## src/hw/rtl/kabf_pkg.sv

```systemverilog
package kabf_pkg;

  localparam int FRAC_BITS_DEF = 16;
  localparam int DT_FRAC       = 16;
  localparam int DIV_STEPS     = 16;   // two quotient bits per step

  typedef enum logic [1:0] {
    REG_Q_ANGLE = 2'd0,
    REG_Q_BIAS  = 2'd1,
    REG_R_MEAS  = 2'd2
  } cfg_reg_t;

  typedef enum logic [4:0] {
    ST_IDLE,
    ST_RATE,
    ST_M1,
    ST_M2,
    ST_M3,
    ST_M4,
    ST_M5,
    ST_M6,
    ST_DIV0,
    ST_DIV0W,
    ST_DIV1W,
    ST_C1,
    ST_C2,
    ST_C3,
    ST_C4,
    ST_C5,
    ST_C6,
    ST_C7,
    ST_DONE
  } state_t;

  typedef struct packed {
    logic signed [31:0] a;
    logic signed [32:0] b;
    logic               frac;   // 1: shift by frac bits, 0: shift by dt fraction
  } mul_req_t;

  typedef struct packed {
    logic               start;
    logic signed [31:0] num;
    logic [31:0]        den;
  } div_req_t;

  function automatic logic signed [31:0] sat32(input logic signed [34:0] v);
    logic signed [31:0] r;
    if ((&v[34:31]) || !(|v[34:31])) begin
      r = v[31:0];
    end else if (v[34]) begin
      r = 32'sh8000_0000;
    end else begin
      r = 32'sh7fff_ffff;
    end
    return r;
  endfunction

  function automatic logic signed [31:0] add_sat(input logic signed [31:0] a,
                                                 input logic signed [31:0] b);
    return sat32(35'(a) + 35'(b));
  endfunction

  function automatic logic signed [31:0] sub_sat(input logic signed [31:0] a,
                                                 input logic signed [31:0] b);
    return sat32(35'(a) - 35'(b));
  endfunction

endpackage

```

## src/hw/rtl/kabf_mul.sv

```systemverilog
module kabf_mul #(
  parameter int FRAC_BITS = kabf_pkg::FRAC_BITS_DEF
) (
  input  logic               clk,
  input  kabf_pkg::mul_req_t req,
  output logic signed [31:0] res
);
  import kabf_pkg::*;

  logic signed [64:0] prod;
  logic signed [64:0] prod_r;
  logic               frac_r;
  logic signed [64:0] shifted;

  assign prod = 65'(req.a) * 65'(req.b);

  always_ff @(posedge clk) begin
    prod_r <= prod;
    frac_r <= req.frac;
  end

  // arithmetic shift gives floor rounding
  always_comb begin
    shifted = frac_r ? (prod_r >>> FRAC_BITS) : (prod_r >>> DT_FRAC);
    if ((&shifted[64:31]) || !(|shifted[64:31])) begin
      res = shifted[31:0];
    end else if (shifted[64]) begin
      res = 32'sh8000_0000;
    end else begin
      res = 32'sh7fff_ffff;
    end
  end

endmodule

```

## config.mk

```make
export PLATFORM = sky130hd
export DESIGN_NAME = kabf_mul
export DESIGN_NICKNAME = d
export VERILOG_FILES = /design/src/hw/rtl/kabf_pkg.sv /design/src/hw/rtl/kabf_mul.sv
export SDC_FILE = /design/constraint.sdc
export NUM_CORES = 2
export LEC_CHECK = 0
export ABC_AREA = 1
export BUFFER_PORTS_ARGS = -buffer_cell sky130_fd_sc_hd__buf_2
export CORE_AREA = 10 10 461 373
export DETAILED_ROUTE_END_ITERATION = 10
export DIE_AREA = 0 0 471 383
export HOLD_SLACK_MARGIN = 0.1
export PLACE_DENSITY = 0.51
export SETUP_SLACK_MARGIN = 0.4
export SLEW_MARGIN = 0
export SYNTH_ARGS = -nofsm -noshare
export SYNTH_HDL_FRONTEND = slang
export SYNTH_SLANG_ARGS = --single-unit
```

## constraint.sdc

```tcl
create_clock -name clk -period 7.8 [get_ports clk]
set_input_delay 0.78 -clock clk [delete_from_list [all_inputs] [get_ports clk]]
set_output_delay 0.78 -clock clk [all_outputs]
set_load 0.05 [all_outputs]
```

==> qor.txt <==
Final period util - 92.0%
Initial Util - 24.7%
Die Wd - 471 um
GR peak layer - met2
Max-slew violation count - 0
GR Overflow Total - 0
Most flop-heavy register - prod_r
Share of layout cells above drive strength 1 - 8.33%
Die Span Y - 383 um
Number of synthesized register bits - 49
CP Class - in -> reg
Fmax - 139 MHz
Placer Congestion - 0.924
Worst Setup End Kind - flip-flop
RSZ-0062 raised after global routing - true
Vias in the first global route - 33,800
Global-route met3 utilization - 1.82%
Simple-Gate Fraction of Synth Area - 16.3%
First-pass GRT wire length - 196 mm
Core ar. - 0.163 mm2
CTS tree - done
DP HPWL - 108 mm
Crit path max-delay family - adder cells
Final routed DRC violation total - 0
Largest family of logic cells by synthesized area - adder cells
Outcome - completed
Met2 Resource Use GR - 22.1%
Clock Sinks - 49
CTS clk-pin slew, worst paths - 0.07 ns
Netlist cell types - 26
Mean post-synth cell area - 7.85 um2
Endpoints failing setup - 0
Top Registers - prod_r: 49 flops
Worst path max stage delay - 0.57 ns
Syn-to-layout area delta - 13.0%
Die area - 0.180 mm2
Post-DRT Antenna Nets - 0
Drt total wl - 121 mm
Bufs on Longest Clock Path - 2
Largest net degree at the start of global routing - 34
Buf+Inv Stages, Crit Path - 8
Worst Tran Pin Value - 0.936 ns
Via count - 30,700
Fin crit period - 7.18 ns
Critical Path RT - 8.00 ns
Hold crit path type - in -> reg
Post-Syn Instances - 5,139
Total CTS buffers - 5
Mux cell area share after synthesis - 0%
Max FFs per register - 49
# rows - 133
Average vias per placed instance - 4.15
Nets - 6,590
Mapped Area - 0.0404 mm2
Port Buf Inserts - 97
WL per Instance - 16.3 um
Commonest non-fill, non-tap cell in the layout - inv_1
CTS H-tree lvls - 2
Met1 Use GR - 19.9%
Ys Warns - 0
All-Layer GR Usage - 13.7%
DRT iter0 DRCs - 2,054
Clock root buffer - clkbuf_16
Setup_tns - 0 ns
Fill cells - 17,700
Worst setup SP type - primary input
Adder-cell share of the synthesized area - 60.8%
Number of max-cap violations - 0
Initial antenna violation count - 16
Post-synthesis compound-gate area fraction - 2.18%
Cts hold-fix bufs - 0
Xor/xnor cell area share of the yosys netlist - 0.716%
Worst path slowest cell - fa_1
Worst Path Max Fanout - 18
Most frequent cells in the layout - 1,655 x inv_1, 1,431 x nand2_1, 1,094 x fa_1
Sequential-to-total area share from yosys stat - 2.43%
CP dominant cell by count - fa_1
Final Hold Fails - 0
Mapped Nets - 6,499
I/O Pins - 99
Critical Path AT - 7.38 ns
Worst relative slew slack - 37.4%
Drt pass-1 iters - 6
==> synth_stat cells <==
cell type	n	share of area, %
dfxtp_1	49	2.4
nor3b_1	1	0.019
buf_1	4	0.037
buf_2	7	0.087
a21o_1	4	0.074
a21oi_1	89	1.1
clkbuf_1	221	2.1
nand2_2	3	0.047
o21a_1	3	0.056
or2_2	5	0.078
ha_1	182	5.6
nand4_1	16	0.25
nand3b_1	3	0.056
nor4_1	9	0.14
a21boi_0	2	0.037
o211ai_1	1	0.019
nor3_1	11	0.14
nand2_1	1437	13
fa_1	1111	55
o21bai_1	9	0.17
o21ai_0	58	0.72
nand3_1	52	0.64
xnor2_1	9	0.20
nor2_1	165	1.5
xor2_1	24	0.52
inv_1	1664	15
==> worst paths after layout <==
| kind | startpoint | to | depth (start not counted) |
|---|---|---|---|
| setup / recovery | req[41] | prod_r[57]$_DFF_P_ | 26 |
| hold / removal | req[34] | prod_r[45]$_DFF_P_ | 9 |
==> final cells by class <==
| type | instances | area, um2 | share of cell area [%] |
|---|---|---|---|
| diodes | 3 | 7.51 | 0.0165 |
| clock buffers | 5 | 125 | 0.274 |
| repair buffers | 316 | 2820 | 6.19 |
| multi-input cells | 3194 | 32700 | 71.7 |
| inverters | 1664 | 6250 | 13.7 |
| flip-flops and latches | 49 | 981 | 2.15 |
| well taps | 2160 | 2700 | 5.93 |
| clock inverters | 3 | 26.3 | 0.0576 |
==> routing by layer <==
layer,part of all wire (%),vias to the layer above,routed length (um)
li1,-,14200,-
met1,47,15600,57100
met2,45,780,54200
met3,6.1,99,7410
met4,1.8,2,2200
met5,0.011,-,13
==> logic make-up after synthesis <==
family / count (synthesis)
compound gates: 166
flops: 49
xor+xnor: 33
fa+ha+maj: 1293
simple gates: 1702
buf+inv: 1896
==> metrics by stage <==
stage                     setup slack (ns)  area [um2]  std cells  util, %  hold slack (ns)
after global routing                 0.376       45600       7394     28.0             1.61
after global placement              0.0175       44800       7376     27.5             1.36
final                                0.620       45600       7394     28.0             1.60
after detailed placement            0.0730       44800       7376     27.5             1.35
after floorplan                      0.424       40400       5139        -             1.21
after CTS                            0.406       44900       7384     27.6             1.57
==> worst min-delay path: stages <==
cell	delay, ns
buf_2	0.18
buf_4	0.19
nand3_1	0.08
nor3_1	0.08
nand3_1	0.08
nand3_1	0.13
nand3_1	0.13
nand4_1	0.10
nand2_1	0.10
==> repair_timing <==
item                                    CTS  global route
resized for setup                         4           175
setup buffers                             0             5
cloned                                    0             2
hold endpoints to repair                  0             0
pin swaps                                 0            24
endpoints found under the setup margin    8            44
Power is left out: the tool's default activity adds up to more than one toggle a clock period on the data nets, which glitch-free logic cannot reach.
