### src/hw/rtl/kabf_pkg.sv
package kabf_pkg;

  localparam int FRAC_BITS_DEF = 16;
  localparam int DT_FRAC       = 16;
  localparam int DIV_STEPS     = 16;   // two quotient bits per step

  typedef enum logic [1:0] {
    REG_Q_ANGLE = 2'd0,
    REG_Q_BIAS  = 2'd1,
    REG_R_MEAS  = 2'd2
  } cfg_reg_t;

  typedef enum logic [4:0] {
    ST_IDLE,
    ST_RATE,
    ST_M1,
    ST_M2,
    ST_M3,
    ST_M4,
    ST_M5,
    ST_M6,
    ST_DIV0,
    ST_DIV0W,
    ST_DIV1W,
    ST_C1,
    ST_C2,
    ST_C3,
    ST_C4,
    ST_C5,
    ST_C6,
    ST_C7,
    ST_DONE
  } state_t;

  typedef struct packed {
    logic signed [31:0] a;
    logic signed [32:0] b;
    logic               frac;   // 1: shift by frac bits, 0: shift by dt fraction
  } mul_req_t;

  typedef struct packed {
    logic               start;
    logic signed [31:0] num;
    logic [31:0]        den;
  } div_req_t;

  function automatic logic signed [31:0] sat32(input logic signed [34:0] v);
    logic signed [31:0] r;
    if ((&v[34:31]) || !(|v[34:31])) begin
      r = v[31:0];
    end else if (v[34]) begin
      r = 32'sh8000_0000;
    end else begin
      r = 32'sh7fff_ffff;
    end
    return r;
  endfunction

  function automatic logic signed [31:0] add_sat(input logic signed [31:0] a,
                                                 input logic signed [31:0] b);
    return sat32(35'(a) + 35'(b));
  endfunction

  function automatic logic signed [31:0] sub_sat(input logic signed [31:0] a,
                                                 input logic signed [31:0] b);
    return sat32(35'(a) - 35'(b));
  endfunction

endpackage

### src/hw/rtl/kabf_div.sv
module kabf_div #(
  parameter int FRAC_BITS = kabf_pkg::FRAC_BITS_DEF
) (
  input  logic               clk,
  input  logic               rst_n,
  input  kabf_pkg::div_req_t req,
  output logic               done,
  output logic signed [31:0] quot
);
  import kabf_pkg::*;

  localparam int CW = $clog2(DIV_STEPS);

  logic          busy_r;
  logic          done_r;
  logic [CW-1:0] cnt_r;
  logic [31:0]   rem_r;
  logic [31:0]   quo_r;
  logic [31:0]   den_r;
  logic          neg_r;
  logic          ovf_r;

  logic [31:0] mag;
  logic [63:0] wide;
  logic [32:0] r1;
  logic [32:0] r2;
  logic [31:0] rem1;
  logic [31:0] rem2;
  logic        b1;
  logic        b2;

  always_comb begin
    mag  = req.num[31] ? (~req.num + 32'd1) : req.num;
    wide = {32'd0, mag} << FRAC_BITS;
  end

  // two restoring steps per cycle
  always_comb begin
    r1   = {rem_r, quo_r[31]};
    b1   = r1 >= {1'b0, den_r};
    rem1 = b1 ? 32'(r1 - {1'b0, den_r}) : r1[31:0];
    r2   = {rem1, quo_r[30]};
    b2   = r2 >= {1'b0, den_r};
    rem2 = b2 ? 32'(r2 - {1'b0, den_r}) : r2[31:0];
  end

  always_ff @(posedge clk) begin
    if (!rst_n) begin
      busy_r <= 1'b0;
      done_r <= 1'b0;
      cnt_r  <= '0;
    end else begin
      done_r <= 1'b0;
      if (req.start) begin
        busy_r <= 1'b1;
        cnt_r  <= CW'(DIV_STEPS - 1);
      end else if (busy_r) begin
        if (cnt_r == '0) begin
          busy_r <= 1'b0;
          done_r <= 1'b1;
        end else begin
          cnt_r <= cnt_r - 1'b1;
        end
      end
    end
  end

  always_ff @(posedge clk) begin
    if (req.start) begin
      rem_r <= wide[63:32];
      quo_r <= wide[31:0];
      den_r <= req.den;
      neg_r <= req.num[31];
      ovf_r <= wide[63:32] >= req.den;
    end else if (busy_r) begin
      rem_r <= rem2;
      quo_r <= {quo_r[29:0], b1, b2};
    end
  end

  assign done = done_r;

  // truncate toward zero, saturate to 32 bits
  always_comb begin
    if (ovf_r) begin
      quot = neg_r ? 32'sh8000_0000 : 32'sh7fff_ffff;
    end else if (neg_r) begin
      quot = (quo_r > 32'h8000_0000) ? 32'sh8000_0000 : (~quo_r + 32'd1);
    end else begin
      quot = quo_r[31] ? 32'sh7fff_ffff : quo_r;
    end
  end

endmodule

### config.mk
export PLATFORM = sky130hd
export DESIGN_NAME = kabf_div
export DESIGN_NICKNAME = d
export VERILOG_FILES = /design/src/hw/rtl/kabf_pkg.sv /design/src/hw/rtl/kabf_div.sv
export SDC_FILE = /design/constraint.sdc
export NUM_CORES = 1
export LEC_CHECK = 0
export ABC_AREA = 1
export BUFFER_PORTS_ARGS = -buffer_cell sky130_fd_sc_hd__buf_2
export CORE_UTILIZATION = 35
export CTS_CLUSTER_DIAMETER = 100
export DETAILED_ROUTE_END_ITERATION = 8
export PLACE_DENSITY = 0.61
export SYNTH_ARGS = -nofsm -noshare
export SYNTH_HDL_FRONTEND = slang
export SYNTH_SLANG_ARGS = --single-unit
### constraint.sdc
create_clock -name clk -period 3.96 [get_ports clk]
set_input_delay 0.594 -clock clk [delete_from_list [all_inputs] [get_ports clk]]
set_output_delay 0.594 -clock clk [all_outputs]
set_load 0.03 [all_outputs]
==> summary.txt, run 1 <==
Type of element capturing the critical path = register
Final setup violating endpoints = 33
Leakage = 8.31 nW
Worst-Margin Slew = 1.11 ns
Main synth FF type = edfxtp_1
Full die area = 0.0319 mm2
Die X = 179 um
CTS H-tree depth = 3
Register area share after synthesis = 0.251
Max IR drop VDD = 0.378 mV
Gate Count Post-Synth = 1653
Post-synth EDFFs = 66
Yosys top cell area share = 0.181
Area Growth Syn to Fin = 56.7%
Core outline area = 0.0307 mm2
Final worst slack = -0.363 ns
Cts bufs inserted = 9
CTS max path bufs = 2
Pwr Total = 12.4 mW
Setup CP Type = register to register
Hold depth = 1
Worst stage delay on the critical path = 0.48 ns
Synthesized flop and latch total = 104
GRT Util Overall = 0.270
Final Slew Violations = 0
Synth top area cells = edfxtp_1, nand2_1, ha_1
Initial antenna violation count = 1
Port buffer count = 99
Rows = 64
Post-route ant nets = 0
WP data required = 4.08 ns
Outcome = finished, violations left
Worst slew margin = 0.254
Crit path arrival time = 4.45 ns
Clk root buf = clkbuf_16
Post-Syn Area = 0.0109 mm2
Max cap viols = 0
Gr ovfl total = 0
Asr flop ratio synth = 0
Post-place setup slack = -0.442 ns
Initial Utilization = 0.356
Maximum clock rate = 231 MHz
Number of I/O pins = 100
CTS tree = built
Power Density = 726 mW/mm2
Min-delay worst type = input port to register
Dpl hpwl = 33300 um
Post-Route Setup TNS = -9.61 ns
Layout Skew = 0.0104 ns
Clock transition at path regs = 0.08 ns
Final #Nets = 2283
Routability cong. = 0.964
Sink Count = 104
CP Max Fanout = 7
Pin count of the biggest net entering global routing = 44
Ys Warns = 0
Global-route wire length before repair = 67100 um
Vias in the first global route = 13100
Syn Nets = 1805
Initial DRC count = 949
Syn avg cell area = 6.61 um2
RSZ-0062 raised after global routing = true
Fin. Hold Viols = 0
Violated checks = setup timing
Via-to-Cell Ratio = 5.37
Hold_ws = 0.408 ns
Final period util = 1.09
Yosys top cell by area = edfxtp_1
Final Critical Period = 4.32 ns
Die height = 179 um
CP Launch Type = register
Final wirelength = 46200 um
Slowest-stage cell, CP = edfxtp_1
Flip-flop and latch area = 0.00274 mm2
Vias post-DR = 13600
DRC viols = 0
Worst skew pair latency = 0.37 ns
Ant diodes = 0
Drt first pass iters = 6
Count of unique library cells instantiated by Yosys = 50
Reg2Reg Depth = 29
Drt wl/cell = 18.2 um
Share of post-route cells with drive strength above 1 = 0.408
Filler Cell Count = 2704
Area of the multi-input gates = 0.00883 mm2
==> area by class of cell <==
type,count,area share
well taps,396,0.0290
flip-flops and latches,104,0.160
clock buffers,9,0.0132
clock inverters,7,0.00358
inverters,251,0.0553
repair buffers,505,0.223
multi-input cells,1260,0.516
==> metrics by stage <==
stage               instances  cell area (um2)   util
finish                   2532            17100  0.558
global route             2532            17100  0.558
CTS                      2507            16100  0.526
detailed placement       2446            14300  0.466
global placement         2446            14300  0.466
floorplan                1653            10900      -
==> layout by cell type, fill, tap and decap left out, types with 54 or more instances in the layout <==
master and n:
nor2_1 125, a21oi_1 70, nand2_1 314, nand2_2 81, ha_4 54, nand3_1 97
edfxtp_1 66, buf_4 377, buf_2 99, inv_1 211, xor2_1 54
==> cell families after synthesis <==
logic type,Yosys count,share of synthesized area
buffers and inverters,289,0.104
AND/OR/NAND/NOR,813,0.326
adder cells (fa/ha/maj),85,0.0988
AO/OA/AOI/OAI,275,0.150
XOR/XNOR,87,0.0698
flip-flops,104,0.251
==> where the power goes <==
group          internal (mW)  switching (mW)  leakage, nW
clock                  0.441           0.465        0.140
sequential              1.37           0.189        0.972
combinational           4.77            5.19         7.20
total                   6.59            5.84         8.31
==> per-layer routing <==
metal / wire [um] / GRT usage / vias up
met2: 23000 / 0.474 / 567
li1: - / - / 6480
met3: 2790 / 0.0354 / 138
met1: 18200 / 0.325 / 6399
met4: 2120 / 0.127 / 2
met5: 12 / 0 / -
==> worst max-delay path, delay by kind of cell, from the launching register on <==
kind / cells / cell delay (ns)
compound gates: 3 / 0.47
fa+ha+maj: 2 / 0.59
buf+inv: 9 / 1.10
flops: 1 / 0.48
simple gates: 15 / 1.40
==> state kept, by name, indices dropped and copies added (netlist names) <==
name / cells
den_r: 32
quo_r: 32
rem_r: 32
cnt_r: 4
busy_r: 1
done: 1
neg_r: 1
ovf_r: 1
==> worst paths after layout <==
check             startpoint       end  slack, ns
hold reg to reg     cnt_r[1]  cnt_r[1]       0.46
setup reg to reg    rem_r[6]  rem_r[1]      -0.36
hold / removal        req[1]  den_r[1]       0.41
setup / recovery    rem_r[6]  rem_r[1]      -0.36
==> synthesized netlist by cell type, types with 2 or more instances <==
| library cell | count |
|---|---|
| edfxtp_1 | 66 |
| o21a_1 | 6 |
| buf_6 | 3 |
| nor3_1 | 32 |
| buf_4 | 6 |
| nor2_4 | 4 |
| nor2_1 | 150 |
| and3_1 | 2 |
| a31oi_1 | 5 |
| dfxtp_1 | 38 |
| o21bai_1 | 9 |
| a21boi_0 | 4 |
| a21oi_1 | 98 |
| xnor2_1 | 30 |
| nand4_1 | 31 |
| o32ai_1 | 5 |
| buf_2 | 5 |
| ha_1 | 83 |
| nand3_4 | 2 |
| nand2_2 | 6 |
| o221ai_1 | 16 |
| fa_1 | 2 |
| nand3_1 | 128 |
| o21ai_0 | 69 |
| inv_1 | 247 |
| clkbuf_1 | 21 |
| nand3b_1 | 5 |
| clkinv_1 | 3 |
| o31ai_1 | 5 |
| nor2_2 | 7 |
| o22ai_1 | 27 |
| a211oi_1 | 2 |
| buf_1 | 3 |
| o21ai_1 | 8 |
| o211ai_1 | 4 |
| nor4_1 | 16 |
| or2_2 | 8 |
| xor2_1 | 57 |
| nand2_1 | 412 |
| a21o_1 | 12 |
| nor3_2 | 7 |
==> timing repair <==
action,CTS,global route
resized for setup,225,206
hold buffers,0,0
setup endpoints to repair,33,33
gates cloned,6,2
pin swaps,39,103
buffers inserted,39,31
Power figures use the tool's default switching activity.
==> run 2: changes to the inputs <==
--- a/config.mk
+++ b/config.mk
@@ -6,11 +6,12 @@
 export NUM_CORES = 1
 export LEC_CHECK = 0
 export ABC_AREA = 1
-export BUFFER_PORTS_ARGS = -buffer_cell sky130_fd_sc_hd__buf_2
 export CORE_UTILIZATION = 35
 export CTS_CLUSTER_DIAMETER = 100
 export DETAILED_ROUTE_END_ITERATION = 8
-export PLACE_DENSITY = 0.61
+export DONT_BUFFER_PORTS = 1
+export PLACE_DENSITY = 0.56
+export SETUP_SLACK_MARGIN = 0.2
 export SYNTH_ARGS = -nofsm -noshare
 export SYNTH_HDL_FRONTEND = slang
 export SYNTH_SLANG_ARGS = --single-unit
==> constraint.sdc (replaced) <==
create_clock -name clk -period 4.9 [get_ports clk]
set_input_delay 0.735 -clock clk [delete_from_list [all_inputs] [get_ports clk]]
set_output_delay 0.735 -clock clk [all_outputs]
set_load 0.03 [all_outputs]
==> run 2 against run 1 <==
Against the previous run:
- count of clock-buffer cells in the layout did not move
- combinational power fell by 54%
- the flow now finishes without violations
- non-clock buffer count fell by 467
- fmax fell by 3.9%
- largest power group unchanged
- clock power fell by 20%
- utilization fell by 16 points
- sequential cell count did not move
==> summary.txt, run 2 (synthesis results as in run 1) <==
Final period util = 0.918 (-0.174)
Drt wl/cell = 18.3 um (+0.38%)
CTS max path bufs = 2 (unchanged)
Outcome = complete, no violations
Die X = 179 um (unchanged)
Via-to-Cell Ratio = 5.38 (+0.33%)
Full die area = 0.0319 mm2 (unchanged)
Final wirelength = 37900 um (-18%)
CP Launch Type = register
Worst slew margin = 0.189 (-0.0653)
Post-Route Setup TNS = 0 ns (+9.61 ns)
Pin count of the biggest net entering global routing = 63 (+43%)
Internal power = 3.12 mW (-53%)
Final Slew Violations = 0 (unchanged)
Clock transition at path regs = 0.08 ns (about the same)
Max cap viols = 0 (unchanged)
Sw Share = 0.525 (+0.0546)
Vias in the first global route = 10700 (-19%)
Max IR drop VDD = 0.199 mV (-47%)
Post-place setup slack = -0.000618 ns (+0.441 ns)
Part of the power in registers = 0.187 (+0.061)
Layout Skew = 0.0111 ns (+0.000726 ns)
CP Max Fanout = 17 (+10)
Sink Count = 104 (unchanged)
Type of element capturing the critical path = register
Min-delay worst type = input port to register
Combinational power share = 0.702 (-0.099)
Final Instance Area = 0.0123 mm2 (-28%)
Fin. Hold Viols = 0 (unchanged)
Gr ovfl total = 0 (unchanged)
Hold Path Origin = req[17]
Final worst slack = 0.402 ns (+0.765 ns)
Commonest non-fill, non-tap cells in the layout = nand2_1, inv_1, nor2_1, nand3_1, a21oi_1
Ant diodes = 0 (unchanged)
Clock group share of total power = 0.111 (+0.038)
Worst R2R Start = den_r[19]
Regs by FF count = den_r x32, quo_r x32, rem_r x32
Global-route wire length before repair = 57300 um (-15%)
Share of post-route cells with drive strength above 1 = 0.105 (-0.304)
Worst skew pair latency = 0.37 ns (about the same)
GRT Util Overall = 0.234 (-0.0362)
RSZ-0062 raised after global routing = false
Leakage = 5.71 nW (-31%)
Filler Cell Count = 3292 (+22%)
CTS tree = built
Initial antenna violation count = 0 (-1)
Vias post-DR = 11100 (-18%)
Port buffer count = 0 (-100%)
Die height = 179 um (unchanged)
Clk root buf = clkbuf_16
Worst-Margin Slew = 1.22 ns (+0.103 ns)
WP data required = 5.01 ns (+0.93 ns)
Final #Nets = 1820 (-20%)
Rows = 64 (unchanged)
Crit path arrival time = 4.61 ns (+0.16 ns)
Area Growth Syn to Fin = 12.7%
Post-route ant nets = 0 (unchanged)
Most common cell after layout, fill and taps aside = nand2_1
Initial Utilization = 0.356 (unchanged)
Final setup violating endpoints = 0 (-100%)
Final Critical Period = 4.50 ns (+0.175 ns)
Flip-flop and latch area = 0.00274 mm2 (unchanged)
Drt first pass iters = 5 (-1)
Cts bufs inserted = 9 (unchanged)
Area of the multi-input gates = 0.00746 mm2 (-15%)
Setup CP Type = register to register
CP startpoint = den_r[19]
Dpl hpwl = 30300 um (-9.0%)
Core outline area = 0.0307 mm2 (unchanged)
Pwr Total = 6.56 mW (-47%)
Number of I/O pins = 100 (unchanged)
Maximum clock rate = 222 MHz (-3.9%)
Initial DRC count = 734 (-23%)
Routability cong. = 1.02 (+5.5%)
CTS H-tree depth = 3 (unchanged)
DRC viols = 0 (unchanged)
Power Density = 534 mW/mm2 (-27%)
Switch Pwr = 3.44 mW (-41%)
Hold_buf cts = 0 (unchanged)
Placed inst area = 0.0114 mm2 (-20%)
Util after Layout = 0.401 (-0.157)
[run 2: stage by stage]
step | instances | hold slack [ns]
floorplan | 1653 | 0.439
global placement | 2038 | 0.450
detailed placement | 2038 | 0.461
CTS | 2055 | 0.442
global route | 2069 | 0.442
finish | 2069 | 0.452
[run 2: cell type report]
class                      count  area share
clock buffer                   9      0.0183
clock inverter                 7     0.00519
inverter                     251      0.0769
multi-input combinational   1263       0.606
sequential                   104       0.223
tap                          396      0.0403
timing repair buffer          38      0.0294
timing repair inverter         1    0.000610
[run 2: path summary, 6_finish.rpt]
path	slack, ns	depth (start not counted)	end
setup / recovery	0.40	26	rem_r[0]
hold / removal	0.45	0	den_r[17]
setup reg to reg	0.40	26	rem_r[0]
hold reg to reg	0.46	2	cnt_r[1]
[run 2: what timing repair did]
item,4_1_cts,5_1_grt
pin swaps,1,11
setup buffers,1,6
setup endpoints to repair,33,33
cloned,0,8
resized for setup,0,109
[run 2: worst max-delay path, stage by stage (launching register included)]
cell and delay (ns):
edfxtp_1 0.35, inv_2 0.07, ha_2 0.39, nand2_2 0.10
nor2_4 0.15, nand2_1 0.10, nor3_2 0.26, nand3_1 0.14
nand4_1 0.16, buf_4 0.17, buf_6 0.13, nand2_1 0.05
o21ai_1 0.13, inv_1 0.07, ha_1 0.35, a21oi_2 0.21
a21boi_0 0.19, nand2_1 0.13, nand2_1 0.10, nand2_2 0.09
nand4_1 0.10, nand2_2 0.08, nand2_4 0.16, buf_12 0.17
nand4_1 0.14, nand3_2 0.13, nand2_1 0.10
[run 2: power groups by stage]
stage	Clock, mW	Sequential, mW	Combinational (mW)
2_1_floorplan	0	1.19	3.11
4_1_cts	0.734	1.21	4.16
6_report	0.726	1.23	4.61
3_3_place_gp	0	1.23	4.14
5_1_grt	0.767	1.25	5.06
3_5_place_dp	0	1.23	4.13
[run 2: layer usage]
metal / share of wire / up-vias / global-route usage
met5: 0 / - / 0
met4: 0.030 / 0 / 0.0809
met3: 0.056 / 54 / 0.0305
met2: 0.48 / 349 / 0.402
met1: 0.43 / 5193 / 0.300
li1: - / 5542 / -
==> run 3: changes to the inputs <==
--- a/config.mk
+++ b/config.mk
@@ -6,11 +6,11 @@
 export NUM_CORES = 1
 export LEC_CHECK = 0
 export ABC_AREA = 1
-export CORE_UTILIZATION = 35
+export CORE_UTILIZATION = 57
 export CTS_CLUSTER_DIAMETER = 100
 export DETAILED_ROUTE_END_ITERATION = 8
 export DONT_BUFFER_PORTS = 1
-export PLACE_DENSITY = 0.56
+export PLACE_DENSITY = 0.79
 export SETUP_SLACK_MARGIN = 0.2
 export SYNTH_ARGS = -nofsm -noshare
 export SYNTH_HDL_FRONTEND = slang
==> run 3 against run 2 <==
Against the previous run:
- power decreased by 2.9%
- sequential cell count stayed put
- worst hold slack improved by 0.019 ns
- sequential power is essentially flat
- clock power rose by 2%
- count of clock-buffer cells in the layout is 2 higher
- worst setup slack got worse by 0.065 ns
- highest routed layer unchanged
- register-to-register slack worse by 0.06 ns
==> summary.txt, run 3 (synthesis results as in run 1) <==
Area Growth Syn to Fin = 8.42%
Final period util = 0.931 (+0.0132)
Part of the power in registers = 0.193 (+0.006)
Max IR drop VDD = 0.253 mV (+27%)
Internal power = 3.07 mW (-1.6%)
Die height = 140 um (-21%)
Share of post-route cells with drive strength above 1 = 0.0734 (-0.0312)
Vias in the first global route = 10900 (+1.7%)
Commonest non-fill, non-tap cells in the layout = nand2_1, inv_1, nor2_1, nand3_1, a21oi_1
Outcome = complete, no violations
Pin count of the biggest net entering global routing = 63 (unchanged)
CTS H-tree depth = 3 (unchanged)
Fin. Hold Viols = 0 (unchanged)
Worst skew pair latency = 0.35 ns (-0.02 ns)
Initial antenna violation count = 0 (unchanged)
Worst stage delay on the critical path = 0.38 ns (about the same)
Rows = 50 (-22%)
Setup CP Type = register to register
Post-Route Setup TNS = 0 ns (unchanged)
Initial Utilization = 0.582 (+0.226)
Final Slew Violations = 0 (unchanged)
Sw Share = 0.519 (-0.00600)
WP data required = 4.99 ns (-0.02 ns)
Worst slew margin = 0.246 (+0.0573)
Sink Count = 104 (unchanged)
Worst-Margin Slew = 1.12 ns (-0.0942 ns)
CP Launch Type = register
Routability cong. = 1.05 (+3.0%)
Layout Skew = 0.0115 ns (+0.000405 ns)
Via-to-Cell Ratio = 6.13 (+14%)
Final wirelength = 34600 um (-8.5%)
Gr ovfl total = 0 (unchanged)
Number of I/O pins = 100 (unchanged)
Clock group share of total power = 0.116 (+0.005)
Slowest-stage cell, CP = ha_1
Die X = 140 um (-21%)
Placed inst area = 0.0112 mm2 (-2.4%)
Final Critical Period = 4.56 ns (+0.0646 ns)
Clock transition at path regs = 0.08 ns (about the same)
Hold Path Origin = req[19]
Port buffer count = 0 (unchanged)
GRT Util Overall = 0.348 (+0.114)
Full die area = 0.0197 mm2 (-38%)
Post-route ant nets = 0 (unchanged)
Most common cell after layout, fill and taps aside = nand2_1
CTS max path bufs = 2 (unchanged)
Initial DRC count = 1118 (+52%)
Maximum clock rate = 219 MHz (-1.4%)
DRC viols = 0 (unchanged)
Dpl hpwl = 27100 um (-10%)
Regs by FF count = den_r x32, quo_r x32, rem_r x32
Final #Nets = 1809 (-0.60%)
CP Max Fanout = 17 (unchanged)
Drt first pass iters = 7 (+2)
Combinational power share = 0.691 (-0.011)
Crit path arrival time = 4.66 ns (+0.05 ns)
Filler Cell Count = 1739 (-47%)
RSZ-0062 raised after global routing = false
Final setup violating endpoints = 0 (unchanged)
Core outline area = 0.0188 mm2 (-39%)
Most used cell, CP = nand2_1
Util after Layout = 0.631 (+0.230)
Vias post-DR = 11600 (+4.3%)
Final Instance Area = 0.0118 mm2 (-3.8%)
Type of element capturing the critical path = register
Min-delay worst type = input port to register
Leakage = 5.66 nW (-0.87%)
Cts bufs inserted = 9 (unchanged)
Power Density = 539 mW/mm2 (+0.94%)
Switch Pwr = 3.31 mW (-4.0%)
Clk root buf = clkbuf_16
Global-route wire length before repair = 54300 um (-5.3%)
Worst R2R Start = den_r[10]
Ant diodes = 0 (unchanged)
CP startpoint = den_r[10]
CTS tree = built
Max cap viols = 0 (unchanged)
Drt wl/cell = 18.3 um (-0.15%)
## run 3: cell types whose count changed in the layout (fill, tap and decap cells not counted), moves of 4 or more
cell     before  now
a21oi_1      85   93
ha_4         14    7
ha_2         14    5
inv_1       238  244
a21oi_2      14    6
ha_1         55   71
o21ai_2       4    0
buf_4        29   21
inv_2         9    4
## run 3: critical path, delay by kind of cell, from the launching register on
family | cells | cell delay [ns]
adder cells (fa/ha/maj) | 2 | 0.75
AND/OR/NAND/NOR | 15 | 1.61
flip-flops | 1 | 0.33
buffers and inverters | 6 | 0.83
AO/OA/AOI/OAI | 4 | 0.75
## run 3: worst paths after layout
kind                                  end  slack [ns]  depth (start not counted)
worst max-delay path             rem_r[0]        0.34                         27
worst min-delay path            den_r[19]        0.47                          0
worst max register to register   rem_r[0]        0.34                         27
worst min register to register   cnt_r[1]        0.48                          2
## run 3: per-layer routing
| metal | global-route usage | routed length (um) | vias to the layer above |
|---|---|---|---|
| met4 | 0.147 | 1500 | 0 |
| met1 | 0.445 | 13900 | 5335 |
| met2 | 0.578 | 16000 | 644 |
| met5 | 0 | 0 | - |
| li1 | - | - | 5527 |
| met3 | 0.0588 | 3310 | 116 |
## run 3: layout make-up
| cell class | instances | area, um2 | share of cell area |
|---|---|---|---|
| clock inverters | 5 | 47.5 | 0.00402 |
| clock buffers | 11 | 254 | 0.0214 |
| inverters | 251 | 942 | 0.0796 |
| flip-flops and latches | 104 | 2740 | 0.232 |
| repair buffers | 30 | 320 | 0.0270 |
| well taps | 234 | 293 | 0.0247 |
| multi-input cells | 1261 | 7240 | 0.612 |
## run 3: timing repair
| item | 4_1_cts | 5_1_grt |
|---|---|---|
| gates cloned | 0 | 3 |
| resized for setup | 0 | 56 |
| setup endpoints to repair | 1 | 33 |
| hold buffers | 0 | 0 |
| pin swaps | 1 | 8 |
| buffers inserted | 1 | 9 |
## run 3: metrics by stage
stage	total power, mW	std cells	worst slack (ns)	hold slack (ns)
after floorplan	4.30	1653	1.05	0.439
after global placement	5.15	1867	0.378	0.454
after detailed placement	5.20	1867	0.209	0.463
after CTS	5.96	1884	0.276	0.471
after global routing	6.83	1896	0.123	0.460
final	6.38	1896	0.338	0.470
## run 3: power by group through the flow
stage	clock, mW	combinational (mW)	sequential (mW)
4_1_cts	0.737	4.01	1.21
5_1_grt	0.766	4.81	1.24
6_report	0.740	4.41	1.23
3_5_place_dp	0	3.97	1.23
2_1_floorplan	0	3.11	1.19
3_3_place_gp	0	3.93	1.23
